[src/rtl/ujs_pkg.sv]
// ----------------------------------------------------------------------------
// ujs_pkg
// Types and constants shared by the UTF-8 sanitizer for JSON-bound text.
// ----------------------------------------------------------------------------
package ujs_pkg;

  localparam int unsigned RunDepth = 4;          // most results caused by one byte
  localparam int unsigned RunCntW  = 3;          // holds 0 .. RunDepth
  localparam int unsigned RunIdxW  = 2;          // indexes the run slots

  localparam logic [7:0] QMARK     = 8'h3F;
  localparam logic [7:0] BYTE_LF   = 8'h0A;
  localparam logic [7:0] BYTE_CR   = 8'h0D;
  localparam logic [7:0] BYTE_TAB  = 8'h09;
  localparam logic [7:0] BYTE_NUL  = 8'h00;
  localparam logic [7:0] BYTE_SP   = 8'd32;
  localparam logic [7:0] BYTE_DEL  = 8'd127;

  typedef struct packed {
    logic [7:0] in_byte;
    logic       end_of_string;
  } in_t;

  typedef struct packed {
    logic [7:0] out_byte;
    logic       string_end;
    logic       last_of_run;
  } out_t;

  typedef logic [7:0] byte_run_t [RunDepth];

  // sequence length announced by a lead byte, two when it is none
  function automatic logic [2:0] seq_len(input logic [7:0] lead);
    logic [2:0] len;
    begin
      if ((lead & 8'hE0) == 8'hC0) begin
        len = 3'd2;
      end else if ((lead & 8'hF0) == 8'hE0) begin
        len = 3'd3;
      end else if ((lead & 8'hF8) == 8'hF0) begin
        len = 3'd4;
      end else begin
        len = 3'd2;
      end
      return len;
    end
  endfunction

  // lead of a 2-, 3- or 4-byte sequence
  function automatic logic is_lead(input logic [7:0] b);
    return ((b & 8'hE0) == 8'hC0) || ((b & 8'hF0) == 8'hE0) || ((b & 8'hF8) == 8'hF0);
  endfunction

  // 3-byte form lands in D800..DFFF: code point bits 15..11 are 11011
  function automatic logic is_surrogate(input logic [7:0] lead, input logic [7:0] cont);
    return ((lead & 8'h0F) == 8'h0D) && cont[5];
  endfunction

endpackage

[src/rtl/utf8_json_sanitizer.sv]
// ----------------------------------------------------------------------------
// utf8_json_sanitizer
// Byte-wide UTF-8 cleaner for text bound for JSON: passes printable ASCII and
// whitespace, drops other controls, replaces bad bytes and surrogates by '?'.
// ----------------------------------------------------------------------------
//
//  channel  | ports                          | direction | payload
//  ---------+--------------------------------+-----------+------------------------
//  input    | in_valid, in_stall, in_data    | in        | in_byte, end_of_string
//  result   | out_valid, out_stall, out_data | out       | out_byte, string_end,
//           |                                |           | last_of_run
//
//  One byte per cycle enters the input register while in_stall is low; decode
//  loads its whole run (zero to four results) into the free run register, which
//  hands them out one per cycle while out_stall is low. A byte with several
//  results holds the run register until its last is taken; bytes with at most
//  one result each flow at one per cycle if nothing stalls. Reset (rst_n low,
//  synchronous) empties both registers; a result stall reaches in_stall at once.
//
module utf8_json_sanitizer (
  input  logic          clk,
  input  logic          rst_n,
  input  logic          in_valid,
  output logic          in_stall,
  input  ujs_pkg::in_t  in_data,
  output logic          out_valid,
  input  logic          out_stall,
  output ujs_pkg::out_t out_data
);
  import ujs_pkg::*;

  // input register
  logic        in_vld_r;
  in_t         in_r;

  // held multi-byte sequence
  logic [7:0]  held_lead_r, held_lead_nxt;
  logic [7:0]  held_c1_r,   held_c1_nxt;
  logic [7:0]  held_c2_r,   held_c2_nxt;
  logic [1:0]  held_cnt_r,  held_cnt_nxt;

  // run register: the results of one byte, handed out in order
  byte_run_t            run_byte_r, run_byte_nxt;
  logic [RunCntW-1:0]   run_cnt_r,  run_cnt_nxt;
  logic [RunIdxW-1:0]   run_idx_r;
  logic                 run_term_r, run_term_nxt;

  logic        in_xfer;
  logic        out_xfer;
  logic        run_last;
  logic        run_free;
  logic        load;

  logic [7:0]  cur_byte;
  logic        is_end;
  logic        is_cont;
  logic [2:0]  need;
  logic [2:0]  have;

  assign cur_byte = in_r.in_byte;
  assign is_end   = in_r.end_of_string || (cur_byte == BYTE_NUL);
  assign is_cont  = (cur_byte & 8'hC0) == 8'h80;
  assign need     = seq_len(held_lead_r);
  assign have     = {1'b0, held_cnt_r} + 3'd1;

  // handshake
  assign out_valid = run_cnt_r != '0;
  assign run_last  = ({1'b0, run_idx_r} + 3'd1) == run_cnt_r;
  assign out_xfer  = out_valid && !out_stall;
  assign run_free  = !out_valid || (out_xfer && run_last);
  assign load      = in_vld_r && run_free;
  assign in_stall  = in_vld_r && !load;
  assign in_xfer   = in_valid && !in_stall;

  assign out_data.out_byte    = run_byte_r[run_idx_r];
  assign out_data.string_end  = run_term_r && run_last;
  assign out_data.last_of_run = run_last;

  // decode of one byte against the held sequence
  always_comb begin
    logic [1:0] flush;
    flush         = held_cnt_r;
    run_byte_nxt  = '{default: QMARK};
    run_cnt_nxt   = '0;
    run_term_nxt  = 1'b0;
    held_lead_nxt = held_lead_r;
    held_c1_nxt   = held_c1_r;
    held_c2_nxt   = held_c2_r;
    held_cnt_nxt  = held_cnt_r;

    if (is_end) begin
      // one '?' per held byte, then the terminator
      run_byte_nxt[flush] = BYTE_NUL;
      run_cnt_nxt         = {1'b0, flush} + 3'd1;
      run_term_nxt        = 1'b1;
      held_lead_nxt       = '0;
      held_c1_nxt         = '0;
      held_c2_nxt         = '0;
      held_cnt_nxt        = '0;
    end else if ((held_cnt_r != 2'd0) && is_cont) begin
      if (have < need) begin
        // keep collecting
        if (have == 3'd2) begin
          held_c1_nxt = cur_byte;
        end else begin
          held_c2_nxt = cur_byte;
        end
        held_cnt_nxt = have[1:0];
      end else begin
        case (need)
          3'd2: begin
            run_byte_nxt[0] = held_lead_r;
            run_byte_nxt[1] = cur_byte;
            run_cnt_nxt     = 3'd2;
          end
          3'd3: begin
            if (is_surrogate(held_lead_r, held_c1_r)) begin
              run_cnt_nxt = 3'd1;
            end else begin
              run_byte_nxt[0] = held_lead_r;
              run_byte_nxt[1] = held_c1_r;
              run_byte_nxt[2] = cur_byte;
              run_cnt_nxt     = 3'd3;
            end
          end
          default: begin
            run_byte_nxt[0] = held_lead_r;
            run_byte_nxt[1] = held_c1_r;
            run_byte_nxt[2] = held_c2_r;
            run_byte_nxt[3] = cur_byte;
            run_cnt_nxt     = 3'd4;
          end
        endcase
        held_lead_nxt = '0;
        held_c1_nxt   = '0;
        held_c2_nxt   = '0;
        held_cnt_nxt  = '0;
      end
    end else begin
      // broken sequence (if any) flushes as '?', then the byte starts afresh
      held_lead_nxt = '0;
      held_c1_nxt   = '0;
      held_c2_nxt   = '0;
      held_cnt_nxt  = '0;
      if (((cur_byte >= BYTE_SP) && (cur_byte < BYTE_DEL)) || (cur_byte == BYTE_LF) ||
          (cur_byte == BYTE_CR) || (cur_byte == BYTE_TAB)) begin
        run_byte_nxt[flush] = cur_byte;
        run_cnt_nxt         = {1'b0, flush} + 3'd1;
      end else if (cur_byte < BYTE_SP) begin
        run_cnt_nxt = {1'b0, flush};               // control byte dropped
      end else if (is_lead(cur_byte)) begin
        held_lead_nxt = cur_byte;
        held_cnt_nxt  = 2'd1;
        run_cnt_nxt   = {1'b0, flush};
      end else begin
        run_cnt_nxt = {1'b0, flush} + 3'd1;        // DEL, stray continuation, F8..FF
      end
    end
  end

  // input register
  always_ff @(posedge clk) begin
    if (!rst_n) begin
      in_vld_r <= 1'b0;
    end else if (in_xfer) begin
      in_vld_r <= 1'b1;
    end else if (load) begin
      in_vld_r <= 1'b0;
    end
  end

  always_ff @(posedge clk) begin
    if (in_xfer) begin
      in_r <= in_data;
    end
  end

  // held sequence and run control
  always_ff @(posedge clk) begin
    if (!rst_n) begin
      held_lead_r <= '0;
      held_c1_r   <= '0;
      held_c2_r   <= '0;
      held_cnt_r  <= '0;
      run_cnt_r   <= '0;
      run_idx_r   <= '0;
    end else begin
      if (load) begin
        held_lead_r <= held_lead_nxt;
        held_c1_r   <= held_c1_nxt;
        held_c2_r   <= held_c2_nxt;
        held_cnt_r  <= held_cnt_nxt;
        run_cnt_r   <= run_cnt_nxt;
        run_idx_r   <= '0;
      end else if (out_xfer) begin
        if (run_last) begin
          run_cnt_r <= '0;
          run_idx_r <= '0;
        end else begin
          run_idx_r <= run_idx_r + 2'd1;
        end
      end
    end
  end

  // run payload
  always_ff @(posedge clk) begin
    if (load) begin
      run_byte_r <= run_byte_nxt;
      run_term_r <= run_term_nxt;
    end
  end

endmodule

[config.mk]
export PLATFORM = sky130hd
export DESIGN_NAME = utf8_json_sanitizer
export DESIGN_NICKNAME = d
export VERILOG_FILES = /design/src/rtl/ujs_pkg.sv /design/src/rtl/utf8_json_sanitizer.sv
export SDC_FILE = /design/constraint.sdc
export NUM_CORES = 1
export LEC_CHECK = 0
export BUFFER_PORTS_ARGS = -buffer_cell sky130_fd_sc_hd__buf_4
export CORE_AREA = 5 5 114 84
export CTS_CLUSTER_DIAMETER = 40
export DETAILED_ROUTE_END_ITERATION = 6
export DIE_AREA = 0 0 119 89
export SLEW_MARGIN = 30
export SYNTH_ARGS = -nofsm -noshare
export SYNTH_HDL_FRONTEND = slang
export SYNTH_SLANG_ARGS = --single-unit
[constraint.sdc]
create_clock -name clk -period 7.55 [get_ports clk]
set_input_delay 1.51 -clock clk [delete_from_list [all_inputs] [get_ports clk]]
set_output_delay 1.51 -clock clk [all_outputs]
set_load 0.05 [all_outputs]
### Word-level counts from Yosys, hierarchy flattened

Index checks and enable logic that the tools add are counted.

| word-level totals | value |
|---|---|
| register bits | 74 |
| bits of input ports | 13 |
| output and inout port bits | 12 |
| word-level logic and storage cells | 136 |

| cells by class | value |
|---|---|
| add/sub/neg operators | 3 |
| order comparisons | 7 |
| eq/ne operators | 18 |
| multiplexer cells | 51 |
| bitwise logic cells | 6 |
| reductions and logical operators | 33 |

Operators with widths:

| operator | count |
|---|---|
| $mux W8 | 18 |
| $mux W32 | 3 |
| $mux W3 | 12 |
| $pmux W16 S2 | 1 |
| $mux W30 | 1 |
| $eq A8 B4 Y1 const B | 3 |
| $mux W24 | 1 |
| $not A24 Y24 | 1 |
| $or A24 B24 Y24 | 1 |
| $bmux W8 S2 | 1 |
| $demux W8 S2 | 1 |
| $pmux W8 S2 | 1 |
| $eq A4 B4 Y1 const B | 3 |
| $eq A5 B5 Y1 const B | 2 |
| $logic_and A1 B1 Y1 | 10 |
| $mux W2 | 5 |
| $eq A3 B2 Y1 const B | 3 |
| $and A8 B8 Y8 | 1 |
| $ge A8 B6 Y1 const B | 1 |
| $logic_not A8 Y1 | 1 |
| $lt A8 B6 Y1 const B | 1 |
| $lt A8 B7 Y1 const B | 1 |
| $reduce_and A2 Y1 | 4 |
| $reduce_bool A2 Y1 | 4 |
| other kinds (19) | 38 |

### Depth between registers and ports, before layout

| depth | value |
|---|---|
| word-level depth | 10 |
| gate-level depth with buffers | 10 |
| mapped depth without buffers | 9 |

### Least setup slack after synthesis

No wires, ideal clock.

| timing | value |
|---|---|
| kind | input port to output port |
| start point | in out_stall |
| end point | out in_stall |
| data arrival time | 2.163 ns |
| required time | 6.040 ns |
| path slack | 3.877 ns |
| stages | 2 |
| path buffers | 0 |
| path through | nand2b_1 and3_1 |

| on the way | value |
|---|---|
| longest elaborated chain between the ends | 7 |

Ends and longest elaborated chain:

| item | RTL line | source |
|---|---|---|
| start, declared | utf8_json_sanitizer.sv:27 | `input logic out_stall,` |
| $logic_not A1 Y1 | utf8_json_sanitizer.sv:69 | `assign out_xfer = out_valid && !out_stall;` |
| $logic_and A1 B1 Y1 | utf8_json_sanitizer.sv:69 |  |
| $logic_and A1 B1 Y1 | utf8_json_sanitizer.sv:70 | `assign run_free = !out_valid \|\| (out_xfer && run_last);` |
| $logic_or A1 B1 Y1 | utf8_json_sanitizer.sv:70 |  |
| $logic_and A1 B1 Y1 | utf8_json_sanitizer.sv:71 | `assign load = in_vld_r && run_free;` |
| $logic_not A1 Y1 | utf8_json_sanitizer.sv:72 | `assign in_stall = in_vld_r && !load;` |
| $logic_and A1 B1 Y1 | utf8_json_sanitizer.sv:72 |  |
| end, declared | utf8_json_sanitizer.sv:24 | `output logic in_stall,` |

Every way passes these cells.

### Worst setup path in the final report

| timing | value |
|---|---|
| start point | reg run_idx_r[0] |
| end point | out in_stall |

| on the way | value |
|---|---|
| longest elaborated chain between the ends | 7 |

Ends and longest elaborated chain:

| item | RTL line | source |
|---|---|---|
| start, declared | utf8_json_sanitizer.sv:45 | `logic [RunIdxW-1:0] run_idx_r;` |
| start signal, assigned | utf8_json_sanitizer.sv:200 | `run_idx_r <= run_idx_r + 2'd1;` |
| $add A2 B1 Y3 | utf8_json_sanitizer.sv:68 | `assign run_last = ({1'b0, run_idx_r} + 3'd1) == run_cnt_r;` |
| $eq A3 B3 Y1 | utf8_json_sanitizer.sv:68 |  |
| $logic_and A1 B1 Y1 | utf8_json_sanitizer.sv:70 |  |
| $logic_or A1 B1 Y1 | utf8_json_sanitizer.sv:70 |  |
| $logic_and A1 B1 Y1 | utf8_json_sanitizer.sv:71 |  |
| $logic_not A1 Y1 | utf8_json_sanitizer.sv:72 |  |
| $logic_and A1 B1 Y1 | utf8_json_sanitizer.sv:72 |  |

Every way passes these cells.

==> out/metrics.cfg <==
[outcome]
status = completed

[clock_network]
clkTransAtPathRegs_ns = 0.05
clock_path_buffers = 2
post_cts_resized = 0
cts_hold_buf = 0
tritoncts = yes
cts-htree-levels = 3
cts_buffers = 9
post_cts_buffers = 0
clock_sinks = 74
cts_root_buffer = clkbuf_16
insertion_delay_ns = 0.34

[place]
place_area_um2 = 3870
portBuffers = 24
place.gp.congestion = 0.910
hpwl_mm = 6.24

[die]
dieArea_um2 = 10600
core_area_um2 = 8270
fp-row-count = 28
io_pins = 25
start_util_pct = 44.0
dieWidth_um = 119
die_y_um = 89

[logic_synthesis]
avgSynthCellArea_um2 = 11.0
synth_top_area_share_pct = 34.7
yosysMostFrequentCell = edfxtp_1
seq_area_frac_synth_pct = 52.3
synth_ff_type = edfxtp_1
synth_area_leaders = edfxtp_1 (35%), dfxtp_1 (18%), mux4_2 (5.0%)
syn_area_um2 = 3640
synth_edf_count = 42
synth_nets = 353
syn_inst = 332
synth_seq_cells = 74
synth_top_area_cell = edfxtp_1
synth.distinct_cells = 56
async_reset_ff_share_pct = 0
yosysWarnings = 0
synthTopCellsByCount = edfxtp_1 (42), nand2_1 (35), dfxtp_1 (32)

[final_layout]
diodes = 0
stdcell_area_um2 = 4180
drive_gt1_share_pct = 15.8
syn_to_final_growth_pct = 15.0
final_util_pct = 50.6
nets = 370

[timing]
fin_crit_ns = 4.24
slew_violations = 0
fmax_ghz = 0.236
final-setup-viol-count = 0
rsz0062_at_grt = false
finalCritPeriodShare_pct = 56.2
fin_setup_tns_ns = 0
finalHoldViolations = 0
slew_headroom_pct = 47.1
tightest_slew_ns = 0.792
fin_worst_skew_ns = 0.00712

[min_path]
hp-class = flop to flop

[global_route]
grt_pass1_wl_mm = 14.7
grt_usage_pct = 18.2
overflow = 0
antenna_found_initial = 0
grt_max_degree = 46
first_global_vias = 2572

[drt]
drc = 0
firstDrtPassIters = 5
num_vias = 2759
viasPerCell = 6.01
routed_wl_mm = 8.92
wire_per_inst_um = 19.4
drtIter0Drc = 270
ant_nets = 0

[worst_setup_path]
criticalPathCategory = flop to output port
required_ns = 6.04
cp-end-kind = output port
worstPathArrival_ns = 2.73
start_kind = flop
worstPathMaxFanout = 12

[power]
total_leakage_power_uw = 0.00145
power_per_cell_area_nw_per_um2 = 238
power_uw = 997
ir_drop_v = 0.000190

[run]
drv_cap = 0

==> power breakdown <==
| part | internal (uW) | leakage [uW] | total [uW] | switching, uW |
|---|---|---|---|---|
| Sequential | 440 | 0.000599 | 456 | 15.9 |
| Combinational | 32.9 | 0.000707 | 99.7 | 66.8 |
| Clock | 285 | 0.000148 | 441 | 156 |
| Total | 758 | 0.00145 | 997 | 239 |
==> placed cells by master, fill, tap and decap left out, drive strengths merged, types with 7 or more instances in the layout <==
cell    count
a21oi      27
a22o       12
a22oi       8
a32oi      10
and2        8
buf        25
clkbuf      9
dfxtp      32
edfxtp     42
ha          8
inv        12
mux4        8
nand2      35
nand3       7
nor2       15
nor3        7
o21a        8
o21ai      12
==> critical path, stage by stage (launching register included) <==
cell and delay (ns):
dfxtp_1 0.78, ha_1 0.37, xor2_1 0.17, nor3_1 0.40, nand2b_1 0.21, and3_1 0.26
buf_4 0.20
==> sequential cells by signal (all words and copies together) (netlist names) <==
name	cells
run_byte_r	32
in_r	1
held_c2_r	8
run_idx_r	2
cur_byte	8
run_term_r	1
held_c1_r	8
held_lead_r	8
run_cnt_r	3
held_cnt_r	2
in_vld_r	1
==> layer usage <==
metal	GRT usage [%]	part of all wire, %	wire length, um
met5	0	0	0
met4	5.78	1.3	118
met3	4.43	7.2	644
met2	24.3	40	3560
met1	28.6	52	4610
==> logic make-up after synthesis <==
family | Yosys count | share of synthesized area (%)
fa+ha+maj | 8 | 2.75
compound gates | 91 | 17.9
xor+xnor | 4 | 0.963
mux | 16 | 7.22
flops | 74 | 52.3
simple gates | 107 | 15.3
buf+inv | 32 | 3.58
==> cell type report <==
class / count / area [um^2]
flip-flops and latches: 74 / 1900
inverters: 13 / 48.8
multi-input cells: 226 / 1610
fillers: 731 / 4080
well taps: 105 / 131
repair buffers: 25 / 188
clock inverters: 7 / 83.8
clock buffers: 9 / 225
==> per-stage QoR <==
step                      instances  hold WS, ns  worst slack (ns)
after detailed placement        443        0.448              3.60
after global routing            459        0.498              2.99
after global placement          443        0.443              3.70
after floorplan                 332        0.426              3.88
final                           459        0.464              3.31
after CTS                       459        0.465              3.23
==> worst paths after layout <==
path / slack [ns] / depth (start not counted) / end / start
worst max register to register: 3.63 / 9 / held_c1_r[5]$_SDFFE_PN0P_ / held_lead_r[6]$_SDFFE_PN0P_
worst min register to register: 0.46 / 1 / held_c2_r[6]$_SDFFE_PN0P_ / held_c2_r[6]$_SDFFE_PN0P_
worst max-delay path: 3.31 / 6 / in_stall / run_idx_r[0]$_SDFFE_PP0P_
worst min-delay path: 0.46 / 1 / held_c2_r[6]$_SDFFE_PN0P_ / held_c2_r[6]$_SDFFE_PN0P_
Note: power is estimated with default switching activity, not from simulation.
